[src/hw/rtl/dhd_pkg.sv]
// ----------------------------------------------------------------------------
// dhd_pkg
// shared types, constants and helper functions for the dataset header decoder
// ----------------------------------------------------------------------------
package dhd_pkg;

    // parse phases, in the order the optional fields follow the flag byte
    typedef enum logic [2:0] {
        PH_IDLE   = 3'd0,
        PH_FLAG2  = 3'd1,
        PH_SEQ    = 3'd2,
        PH_TIME   = 3'd3,
        PH_PICO   = 3'd4,
        PH_STATUS = 3'd5,
        PH_MAJOR  = 3'd6,
        PH_MINOR  = 3'd7
    } phase_t;

    // presence flag bit positions
    localparam int FL_SEQ    = 0;
    localparam int FL_TIME   = 1;
    localparam int FL_STATUS = 2;
    localparam int FL_MAJOR  = 3;
    localparam int FL_MINOR  = 4;
    localparam int FL_FLAG2  = 5;
    localparam int FL_PICO   = 6;

    localparam int FLAGS_W   = 7;
    localparam int IDX_W     = 3;
    localparam int COUNT_W   = 5;

    // second flag byte layout
    localparam int F2_TYPE_W   = 4;
    localparam int F2_PICO_BIT = 4;

    // result packing, lowest field first, padded to whole bytes
    localparam int RESULT_BITS = 2 + 4 + FLAGS_W + 16 + 64 + 16 + 16 + 32 + 32 + COUNT_W;
    localparam int RESULT_W    = ((RESULT_BITS + 7) / 8) * 8;
    localparam int PAD_W       = RESULT_W - RESULT_BITS;

    // one classified byte handed from front to back
    typedef struct packed {
        logic [7:0]       data;
        logic             is_start;
        phase_t           phase;
        logic [IDX_W-1:0] idx;
        logic             last;
    } cmd_t;

    // bytes in each field
    function automatic logic [3:0] field_len(input phase_t ph);
        logic [3:0] len;
        unique case (ph)
            PH_FLAG2:  len = 4'd1;
            PH_SEQ:    len = 4'd2;
            PH_TIME:   len = 4'd8;
            PH_PICO:   len = 4'd2;
            PH_STATUS: len = 4'd2;
            PH_MAJOR:  len = 4'd4;
            PH_MINOR:  len = 4'd4;
            default:   len = 4'd0;
        endcase
        return len;
    endfunction

    // whether a phase's field is announced by the flags
    function automatic logic phase_present(input phase_t ph, input logic [FLAGS_W-1:0] flags);
        logic hit;
        unique case (ph)
            PH_FLAG2:  hit = flags[FL_FLAG2];
            PH_SEQ:    hit = flags[FL_SEQ];
            PH_TIME:   hit = flags[FL_TIME];
            PH_PICO:   hit = flags[FL_PICO];
            PH_STATUS: hit = flags[FL_STATUS];
            PH_MAJOR:  hit = flags[FL_MAJOR];
            PH_MINOR:  hit = flags[FL_MINOR];
            default:   hit = 1'b0;
        endcase
        return hit;
    endfunction

    // first announced phase after the given one, idle if none
    function automatic phase_t next_phase(input phase_t from, input logic [FLAGS_W-1:0] flags);
        phase_t res;
        logic   found;
        phase_t cand;
        res   = PH_IDLE;
        found = 1'b0;
        for (int q = 1; q < 8; q++) begin
            cand = phase_t'(3'(q));
            if (!found && (cand > from) && phase_present(cand, flags)) begin
                res   = cand;
                found = 1'b1;
            end
        end
        return res;
    endfunction

endpackage

[src/hw/rtl/dhd_front.sv]
// ----------------------------------------------------------------------------
// dhd_front
// byte classifier: tracks header phase and tags each byte with its place
// ----------------------------------------------------------------------------
module dhd_front (
    input  logic          aclk,
    input  logic          aresetn,
    input  logic          in_fire,
    input  logic [7:0]    in_data,
    input  logic          in_start,
    output logic          push,
    output dhd_pkg::cmd_t push_cmd
);
    import dhd_pkg::*;

    phase_t               phase_reg, phase_next;
    logic [IDX_W-1:0]     idx_reg, idx_next;
    logic [FLAGS_W-1:0]   flags_reg, flags_next;
    phase_t               np;
    logic [3:0]           idx_inc;

    always_ff @(posedge aclk) begin
        if (!aresetn) begin
            phase_reg <= PH_IDLE;
            idx_reg   <= '0;
            flags_reg <= '0;
        end else begin
            phase_reg <= phase_next;
            idx_reg   <= idx_next;
            flags_reg <= flags_next;
        end
    end

    always_comb begin
        phase_next = phase_reg;
        idx_next   = idx_reg;
        flags_next = flags_reg;
        push       = 1'b0;
        np         = PH_IDLE;
        idx_inc    = {1'b0, idx_reg} + 4'd1;
        push_cmd.data     = in_data;
        push_cmd.is_start = in_start;
        push_cmd.phase    = phase_reg;
        push_cmd.idx      = idx_reg;
        push_cmd.last     = 1'b0;
        if (in_fire) begin
            if (in_start) begin
                // first flag byte: fresh header, old one dropped
                flags_next     = {1'b0, in_data[7:2]};
                np             = next_phase(PH_IDLE, flags_next);
                phase_next     = np;
                idx_next       = '0;
                push           = 1'b1;
                push_cmd.phase = PH_IDLE;
                push_cmd.idx   = '0;
                push_cmd.last  = (np == PH_IDLE);
            end else if (phase_reg != PH_IDLE) begin
                push = 1'b1;
                if (phase_reg == PH_FLAG2 && in_data[F2_PICO_BIT]) begin
                    flags_next[FL_PICO] = 1'b1;
                end
                if (idx_inc >= field_len(phase_reg)) begin
                    np            = next_phase(phase_reg, flags_next);
                    phase_next    = np;
                    idx_next      = '0;
                    push_cmd.last = (np == PH_IDLE);
                end else begin
                    idx_next = idx_inc[IDX_W-1:0];
                end
            end
            // bytes outside a header are dropped
        end
    end

endmodule

[src/hw/rtl/dhd_queue.sv]
// ----------------------------------------------------------------------------
// dhd_queue
// two-entry fifo of classified bytes between front and back
// ----------------------------------------------------------------------------
module dhd_queue (
    input  logic          aclk,
    input  logic          aresetn,
    input  logic          push,
    input  dhd_pkg::cmd_t push_cmd,
    output logic          full,
    output logic          pop_valid,
    output dhd_pkg::cmd_t pop_cmd,
    input  logic          pop
);
    import dhd_pkg::*;

    cmd_t       slot_reg [2];
    logic       wr_ptr_reg, wr_ptr_next;
    logic       rd_ptr_reg, rd_ptr_next;
    logic [1:0] count_reg, count_next;
    logic       do_push, do_pop;

    assign full      = (count_reg == 2'd2);
    assign pop_valid = (count_reg != 2'd0);
    assign pop_cmd   = slot_reg[rd_ptr_reg];
    assign do_push   = push && !full;
    assign do_pop    = pop && pop_valid;

    always_comb begin
        wr_ptr_next = do_push ? ~wr_ptr_reg : wr_ptr_reg;
        rd_ptr_next = do_pop ? ~rd_ptr_reg : rd_ptr_reg;
        count_next  = count_reg + {1'b0, do_push} - {1'b0, do_pop};
    end

    always_ff @(posedge aclk) begin
        if (!aresetn) begin
            wr_ptr_reg <= 1'b0;
            rd_ptr_reg <= 1'b0;
            count_reg  <= 2'd0;
        end else begin
            wr_ptr_reg <= wr_ptr_next;
            rd_ptr_reg <= rd_ptr_next;
            count_reg  <= count_next;
        end
    end

    always_ff @(posedge aclk) begin
        if (do_push) begin
            slot_reg[wr_ptr_reg] <= push_cmd;
        end
    end

endmodule

[src/hw/rtl/dhd_back.sv]
// ----------------------------------------------------------------------------
// dhd_back
// field capture and result register
// ----------------------------------------------------------------------------
module dhd_back (
    input  logic                         aclk,
    input  logic                         aresetn,
    input  logic                         cmd_valid,
    input  dhd_pkg::cmd_t                cmd,
    output logic                         cmd_pop,
    output logic                         m_tvalid,
    input  logic                         m_tready,
    output logic [dhd_pkg::RESULT_W-1:0] m_tdata
);
    import dhd_pkg::*;

    logic [1:0]          enc_reg, enc_next;
    logic [3:0]          type_reg, type_next;
    logic [FLAGS_W-1:0]  flags_reg, flags_next;
    logic [15:0]         seq_reg, seq_next;
    logic [63:0]         time_reg, time_next;
    logic [15:0]         pico_reg, pico_next;
    logic [15:0]         status_reg, status_next;
    logic [31:0]         major_reg, major_next;
    logic [31:0]         minor_reg, minor_next;
    logic [COUNT_W-1:0]  count_reg, count_next;
    logic                valid_reg, valid_next;
    logic [RESULT_W-1:0] data_reg, data_next;
    logic                slot_free;

    // a closing byte waits until the result register can take it
    assign slot_free = !valid_reg || m_tready;
    assign cmd_pop   = cmd_valid && (!cmd.last || slot_free);
    assign m_tvalid  = valid_reg;
    assign m_tdata   = data_reg;

    always_comb begin
        enc_next    = enc_reg;
        type_next   = type_reg;
        flags_next  = flags_reg;
        seq_next    = seq_reg;
        time_next   = time_reg;
        pico_next   = pico_reg;
        status_next = status_reg;
        major_next  = major_reg;
        minor_next  = minor_reg;
        count_next  = count_reg;
        if (cmd.is_start) begin
            enc_next    = cmd.data[1:0];
            type_next   = '0;
            flags_next  = {1'b0, cmd.data[7:2]};
            seq_next    = '0;
            time_next   = '0;
            pico_next   = '0;
            status_next = '0;
            major_next  = '0;
            minor_next  = '0;
            count_next  = COUNT_W'(1);
        end else begin
            count_next = count_reg + COUNT_W'(1);
            unique case (cmd.phase)
                PH_FLAG2: begin
                    type_next = cmd.data[F2_TYPE_W-1:0];
                    if (cmd.data[F2_PICO_BIT]) begin
                        flags_next[FL_PICO] = 1'b1;
                    end
                end
                PH_SEQ:    seq_next[{cmd.idx[0], 3'b000} +: 8]      = cmd.data;
                PH_TIME:   time_next[{cmd.idx, 3'b000} +: 8]        = cmd.data;
                PH_PICO:   pico_next[{cmd.idx[0], 3'b000} +: 8]     = cmd.data;
                PH_STATUS: status_next[{cmd.idx[0], 3'b000} +: 8]   = cmd.data;
                PH_MAJOR:  major_next[{cmd.idx[1:0], 3'b000} +: 8]  = cmd.data;
                PH_MINOR:  minor_next[{cmd.idx[1:0], 3'b000} +: 8]  = cmd.data;
                default: ;
            endcase
        end
    end

    always_comb begin
        valid_next = valid_reg && !m_tready;
        data_next  = data_reg;
        if (cmd_pop && cmd.last) begin
            valid_next = 1'b1;
            data_next  = {{PAD_W{1'b0}}, count_next, minor_next, major_next, status_next,
                          pico_next, time_next, seq_next, flags_next, type_next, enc_next};
        end
    end

    always_ff @(posedge aclk) begin
        if (!aresetn) begin
            valid_reg <= 1'b0;
        end else begin
            valid_reg <= valid_next;
        end
    end

    always_ff @(posedge aclk) begin
        data_reg <= data_next;
        if (cmd_pop) begin
            enc_reg    <= enc_next;
            type_reg   <= type_next;
            flags_reg  <= flags_next;
            seq_reg    <= seq_next;
            time_reg   <= time_next;
            pico_reg   <= pico_next;
            status_reg <= status_next;
            major_reg  <= major_next;
            minor_reg  <= minor_next;
            count_reg  <= count_next;
        end
    end

endmodule

[src/hw/rtl/dataset_header_decoder_core.sv]
// ----------------------------------------------------------------------------
// dataset_header_decoder_core
// byte-serial decoder for publish/subscribe dataset message headers
// ----------------------------------------------------------------------------
// usage
//   s_ channel: one header byte per request in s_tdata, s_tuser marks the
//   first flag byte of a new header; bytes outside a header are dropped
//   m_ channel: one request per complete header carrying every decoded
//   field, the presence flags and the header length (1 to 24 bytes)
//   throughput: one byte per cycle while s_tready is high, with no gaps between headers
//   the result shows on m_tvalid once the closing byte has passed through
//   the byte queue and has been loaded into the result register
//   a start byte mid-header drops the unfinished header without a result
//   reset (aresetn low, synchronous) empties the queue and the result
//   register and returns the parser to idle
//   receiver stall: the result register holds; later bytes keep flowing
//   into the two-entry queue, and s_tready falls only when a second result
//   is ready behind a stalled one and the queue has filled
// ----------------------------------------------------------------------------
module dataset_header_decoder_core (
    input  logic                         aclk,
    input  logic                         aresetn,
    // slave side: header bytes
    input  logic                         s_tvalid,
    output logic                         s_tready,
    input  logic [7:0]                   s_tdata,   // data_byte
    input  logic [0:0]                   s_tuser,   // start_req
    // master side: decoded headers
    output logic                         m_tvalid,
    input  logic                         m_tready,
    // field_encoding[1:0], message_type[5:2], present_flags[12:6],
    // sequence_number[28:13], timestamp[92:29], picoseconds[108:93],
    // status_code[124:109], major_version[156:125], minor_version[188:157],
    // header_length[193:189], zero pad above
    output logic [dhd_pkg::RESULT_W-1:0] m_tdata
);
    import dhd_pkg::*;

    logic in_fire;
    logic push;
    cmd_t push_cmd;
    logic full;
    logic pop_valid;
    cmd_t pop_cmd;
    logic pop;

    // take a byte whenever the queue has room
    assign s_tready = !full;
    assign in_fire  = s_tvalid && s_tready;

    // front: tracks phase and flags, tags each byte with its field slot
    dhd_front u_front (
        .aclk     (aclk),
        .aresetn  (aresetn),
        .in_fire  (in_fire),
        .in_data  (s_tdata),
        .in_start (s_tuser[0]),
        .push     (push),
        .push_cmd (push_cmd)
    );

    // short queue decoupling the classifier from the capture stage
    dhd_queue u_queue (
        .aclk      (aclk),
        .aresetn   (aresetn),
        .push      (push),
        .push_cmd  (push_cmd),
        .full      (full),
        .pop_valid (pop_valid),
        .pop_cmd   (pop_cmd),
        .pop       (pop)
    );

    // back: captures field bytes and loads the result register
    dhd_back u_back (
        .aclk      (aclk),
        .aresetn   (aresetn),
        .cmd_valid (pop_valid),
        .cmd       (pop_cmd),
        .cmd_pop   (pop),
        .m_tvalid  (m_tvalid),
        .m_tready  (m_tready),
        .m_tdata   (m_tdata)
    );

endmodule
[config.mk]
export PLATFORM = sky130hd
export DESIGN_NAME = dataset_header_decoder_core
export DESIGN_NICKNAME = d
export VERILOG_FILES = /design/src/hw/rtl/dhd_pkg.sv /design/src/hw/rtl/dhd_front.sv /design/src/hw/rtl/dhd_queue.sv /design/src/hw/rtl/dhd_back.sv /design/src/hw/rtl/dataset_header_decoder_core.sv
export SDC_FILE = /design/constraint.sdc
export NUM_CORES = 1
export LEC_CHECK = 0
export BUFFER_PORTS_ARGS = -buffer_cell sky130_fd_sc_hd__buf_2
export CORE_MARGIN = 5
export CORE_UTILIZATION = 58
export DETAILED_ROUTE_END_ITERATION = 10
export MAX_ROUTING_LAYER = met4
export PLACE_DENSITY = 0.89
export SLEW_MARGIN = 20
export SYNTH_ARGS = -nofsm -noshare
export SYNTH_HDL_FRONTEND = slang
export SYNTH_SLANG_ARGS = --single-unit
[constraint.sdc]
create_clock -name aclk -period 22.8 [get_ports aclk]
set_input_delay 5.7 -clock aclk [delete_from_list [all_inputs] [get_ports aclk]]
set_output_delay 5.7 -clock aclk [all_outputs]
set_load 0.005 [all_outputs]
## After elaboration in Yosys (flattened, before gate mapping)

Memories as Yosys holds them, arrays and structs flattened. A register that Yosys moved wholly into a read port is not among the register bits.
Cells that the tools add are included.

| cells by class | value |
|---|---|
| bitwise gates (word level) | 2 |
| eq/ne operators | 15 |
| reductions and logical operators | 55 |
| divide/modulo/power cells | 0 |
| multipliers | 0 |
| shifts and indexed selects | 6 |
| magnitude comparators | 8 |
| $add $sub $neg | 7 |
| mux-type cells | 162 |

Operators with widths:

| operator | count |
|---|---|
| 32-bit 2-to-1 mux | 4 |
| 64-bit 2-to-1 mux | 2 |
| 1-bit 2-to-1 mux | 109 |
| 16-bit 2-to-1 mux | 6 |
| 32-bit bitwise mux | 2 |
| 64-bit bitwise mux | 1 |
| 8-bit by 8-bit variable shift with 64-bit output (first input constant) | 1 |
| 8-bit by 8-bit indexed part select with 64-bit output | 1 |
| 3-bit 2-to-1 mux | 20 |
| 16-bit bitwise mux | 3 |
| 8-bit by 7-bit variable shift with 32-bit output (first input constant) | 1 |
| 8-bit by 7-bit indexed part select with 32-bit output | 1 |
| 1-bit logical AND | 26 |
| 3-bit equality test (second input constant) | 8 |
| 4-bit 2-to-1 mux | 5 |
| 1-bit logical NOT | 16 |
| 4-bit one-hot mux with 4 select lines | 1 |
| 8-bit by 6-bit variable shift with 16-bit output (first input constant) | 1 |
| 8-bit by 6-bit indexed part select with 16-bit output | 1 |
| 3-bit by 2-bit equality test with 1-bit output (second input constant) | 4 |
| 3-bit > comparator (first input constant) | 4 |
| 6-bit 2-to-1 mux | 2 |
| 2-bit 2-to-1 mux | 5 |
| 6-bit negator with 8-bit output | 1 |
| 22 further kinds | 30 |

| storage, ports and cells | value |
|---|---|
| bits in registers | 406 |
| word-level logic and storage cells | 275 |
| input port bits | 13 |
| bits in read-only memories | 0 |
| output and inout bits | 202 |
| bits in latches | 0 |
| memories kept | 1 |
| memory bits (writable) | 32 |

Memories:

| name | depth | bits a word | rd ports | clocked after memory_dff | wr ports | line | source |
|---|---|---|---|---|---|---|---|
| u_queue.slot_reg | 2 | 16 | 1 | 1 | 1 | dhd_queue.sv:17 | `cmd_t slot_reg [2];` |

## Logic depth before layout (Yosys ltp)

| logic depth | value |
|---|---|
| word-level depth | 70 |
| mapped depth | 12 |
| depth with buffers taken out | 8 |

## Cells and area by module

From an unflattened synthesis, not the netlist that was laid out.

| unflattened totals | value |
|---|---|
| cell total of the unflattened synthesis | 1,266 |
| area total of the unflattened synthesis | 18,081.1 um^2 |

Modules (own cells, without submodules):

| module | times used | sequential area each (um^2) | cells each | area each (um^2) |
|---|---|---|---|---|
| dhd_back | 1 | 11,671.2 | 1,053 | 15,607.5 |
| dhd_queue | 1 | 1,061.0 | 77 | 1,446.4 |
| dhd_front | 1 | 260.2 | 134 | 1,017.2 |
| dataset_header_decoder_core | 1 | 0.0 | 2 | 10.0 |

## Least setup slack after synthesis

OpenSTA, ideal clock, no wires.

| timing path | value |
|---|---|
| kind | input port to flip-flop |
| start point | input m_tready |
| end point | register u_back.data_reg[0], in the netlist u_back.m_tdata[0], enable pin |
| library setup time | 0.776 ns |
| required time | 22.024 ns |
| buffers on the path | 0 |
| arrival | 18.939 ns |
| stages | 2 |
| setup slack | 3.085 ns |
| cell sequence | o32a_1 > nor2b_1 |

| on the way | value |
|---|---|
| longest elaborated chain between the ends | 4 |

Ends and longest elaborated chain:

| item | line | source |
|---|---|---|
| start, declared | dataset_header_decoder_core.sv:30 | `input logic m_tready,` |
| 1-bit logical OR | dhd_back.sv:32 | `assign slot_free = !valid_reg \|\| m_tready;` |
| 1-bit logical OR | dhd_back.sv:33 | `assign cmd_pop = cmd_valid && (!cmd.last \|\| slot_free);` |
| 1-bit logical AND | dhd_back.sv:33 |  |
| 1-bit logical AND | dhd_back.sv:82 | `if (cmd_pop && cmd.last) begin` |
| end signal, assigned | dhd_back.sv:98 | `data_reg <= data_next;` |
| end, declared | dhd_back.sv:28 | `logic [RESULT_W-1:0] data_reg, data_next;` |

No other way between the ends.
A chain may end at the register's enable or synchronous reset.

## Worst setup path in the final report

| timing path | value |
|---|---|
| start point | input m_tready |
| end point | register u_back.data_reg[107], in the netlist u_back.m_tdata[107], enable pin |

| on the way | value |
|---|---|
| longest elaborated chain between the ends | 4 |

Ends and longest elaborated chain:

| item | line | source |
|---|---|---|
| 1-bit logical OR | dhd_back.sv:32 |  |
| 1-bit logical OR | dhd_back.sv:33 |  |
| 1-bit logical AND | dhd_back.sv:33 |  |
| net pop | dataset_header_decoder_core.sv:45 | `logic pop;` |
| 1-bit logical AND | dhd_back.sv:82 |  |

The timed path passes the listed nets, and every way through them passes these cells.

==> key figures <==
CTS
  • CTS tree: yes
  • Clock buffer count from CTS: 42
  • Clk root buf: clkbuf_16
  • Clk_lat worst skew: 530 ps
  • Clock-pin slew on the worst setup and hold paths: 60 ps
  • Post-CTS setup buffers: 0
  • CTS sink cnt: 439
  • CTS H-Tree Depth: 2
  • Post-CTS sizing: 0
  • Max Buffers Root-to-Sink: 3
  • Post-CTS Hold Buffers: 0

Layout
  • Fillers: 1,915
  • Ant diodes: 0
  • Most frequent cells in the layout: edfxtp_1, buf_2, nor2_1, mux2i_1, nand2_1
  • Max reg flops: 194
  • Commonest non-fill, non-tap cell in the layout: edfxtp_1
  • Synth-to-Final Area Change: 16.10%
  • Non-filler cells, final: 1,808
  • Share of layout cells above drive strength 1: 22.43%
  • Nets: 1,411

Logic synthesis
  • Syn avg cell area: 14.96 um2
  • Number of synthesized flops with an enable pin: 420
  • Post-synthesis cell type count: 56
  • Async SR Flop Fraction: 0%
  • Yosys warnings: 0
  • Seq/Total Area, Yosys: 74.36%
  • Mapped Cells: 1,168
  • Top FF cell, synth: edfxtp_1
  • Mapped cell area: 17,470 um2
  • Synthesized flop and latch total: 439

STA
  • Rel. slew slack: 13.35%
  • Setup TNS: 0 ps
  • Post-route clock period utilization: 36.94%
  • Least-Margin Pin Slew: 1300 ps
  • RSZ-0062 raised after global routing: false
  • Max-slew violations: 0
  • Maximum operating frequency: 118.7 MHz
  • Final Hold Viols: 0
  • Final setup viols: 0
  • Final Critical Period: 8423 ps
  • Clk_skew: 14.31 ps

Global routing
  • Global-route wire length before repair: 57,890 um
  • Largest net degree at the start of global routing: 198
  • Vias in the first global route: 10,217
  • Grt ovf: 0
  • Aggregate global-route resource usage: 22.82%
  • Initial antenna violation count: 2

Floorplan
  • Row count: 63
  • IO Count: 215
  • Initial core utilization: 58.79%
  • Die Ht: 183.6 um
  • Overall die area: 33,690 um2
  • Core box area: 29,720 um2
  • Chip width: 183.6 um

Placed design
  • Post-DP HPWL: 24,500 um
  • Routability cong.: 0.8535
  • I/O Buffers: 208
  • DP Cell Count: 1,730

Hold path
  • Hold Crit Start: u_front.idx_reg[1]
  • Min-Delay Endpoint: u_front.idx_reg[1]
  • Hold path depth: 2
  • Hold Path Class: reg2reg

Drt
  • DRC viols: 0
  • First DRT Iteration DRCs: 1,187
  • Drt total wl: 38,180 um
  • Drt pass-1 iters: 5
  • Avg Vias per Cell: 5.777
  • Routed len/inst: 21.12 um
  • Vias: 10,444
  • ANT nets after route: 0

Critical path
  • WS Path Type: in2reg
  • R2r worst-path depth: 7
  • Crit start category: input pin
  • Crit path arrival time: 8570 ps
  • Worst-path fanout max: 197
  • Crit path required time: 22,950 ps
  • CP endpoint kind: flip-flop
  • R2r endpoint: u_back.m_tdata[107]
  • R2r setup slk: 18,330 ps

Outcome
  • Status: finished, final reports clean

Pwr
  • Peak supply drop: 226.7 uV
  • P_leak: 8.101 nW
  • PD cells: 138.2 nW/um2

Run
  • Max-Cap Viols: 0
## critical path, stage by stage
cell and delay (ps):
buf_2 90, o32a_2 170, buf_12 540, nor2b_4 300
buf_4 730, buf_4 870
## where the power goes
part / switching (mW) / internal (mW) / total [mW] / leakage [nW]
combinational: 0.510 / 0.227 / 0.737 / 3.25
clock: 0.287 / 0.372 / 0.658 / 0.645
sequential: 0.0899 / 1.32 / 1.41 / 4.20
## cell type report
type                    instances  area, um2  share of cell area (%)
flip-flops and latches        439      12990                   64.05
clock buffers                  50       1102                   5.434
clock inverters                28      221.5                   1.092
inverters                      13      48.80                  0.2406
multi-input cells             662       4243                   20.92
well taps                     390      488.0                   2.406
repair buffers                226       1189                   5.860
## stage by stage
step	cell area (um2)	setup slack (ps)	hold WS [ps]	utilization [%]	total power, mW
finish	20280	14380	527.2	68.26	2.804
CTS	20280	14170	523.3	68.25	2.820
global placement	18960	13740	497.1	63.80	2.102
global route	20280	14050	551.2	68.26	2.945
floorplan	17490	3085	457.2	-	1.902
detailed placement	18960	13620	509.6	63.80	2.154
## cell families after synthesis
kind of cell / share of synthesized area, %
buffers and inverters: 1.840
muxes: 8.128
and+or+nand+nor: 9.517
DFF: 74.36
AOI/OAI and AO/OA: 4.676
xor gates and xnor gates: 0.4511
adders and majority gates: 1.003
other: 0.02146
## worst max path at each step
stage                     startpoint             endpoint  slack [ps]  cells past startpoint
after floorplan             m_tready    u_back.m_tdata[0]        3080                      2
after global placement      m_tready  u_back.m_tdata[117]       13740                      6
after detailed placement    m_tready  u_back.m_tdata[112]       13620                      6
after CTS                   m_tready  u_back.m_tdata[144]       14170                      6
final                       m_tready  u_back.m_tdata[107]       14380                      6
after global routing        m_tready  u_back.m_tdata[107]       14050                      6
## synthesized netlist by cell type, types with 4 or more instances
| cell type | number | area share, % |
|---|---|---|
| nor2b_1 | 11 | 0.39 |
| nor2_1 | 193 | 4.1 |
| ha_1 | 14 | 1.0 |
| and2_1 | 13 | 0.47 |
| o21ai_0 | 6 | 0.17 |
| mux2i_1 | 134 | 7.7 |
| edfxtp_1 | 420 | 72 |
| or3_1 | 11 | 0.39 |
| clkbuf_1 | 40 | 0.86 |
| a21oi_1 | 30 | 0.86 |
| mux2_2 | 7 | 0.45 |
| buf_4 | 7 | 0.30 |
| xor2_1 | 5 | 0.25 |
| nand2_1 | 97 | 2.1 |
| nand3_1 | 7 | 0.20 |
| a211oi_1 | 59 | 2.5 |
| nand3b_1 | 4 | 0.17 |
| dfxtp_1 | 19 | 2.2 |
| xnor2_1 | 4 | 0.20 |
| nand2b_1 | 16 | 0.57 |
| buf_2 | 8 | 0.23 |
| inv_1 | 13 | 0.28 |
## metal layers
layer  GRT usage [%]  vias up  share of wire (%)
met5               -        -                  0
met4           7.390        0                2.8
met1           30.11     5081                 39
li1                -     4767                  -
met2           36.92      516                 50
met3           3.621       80                8.3
(Power assumes the default switching activity.)
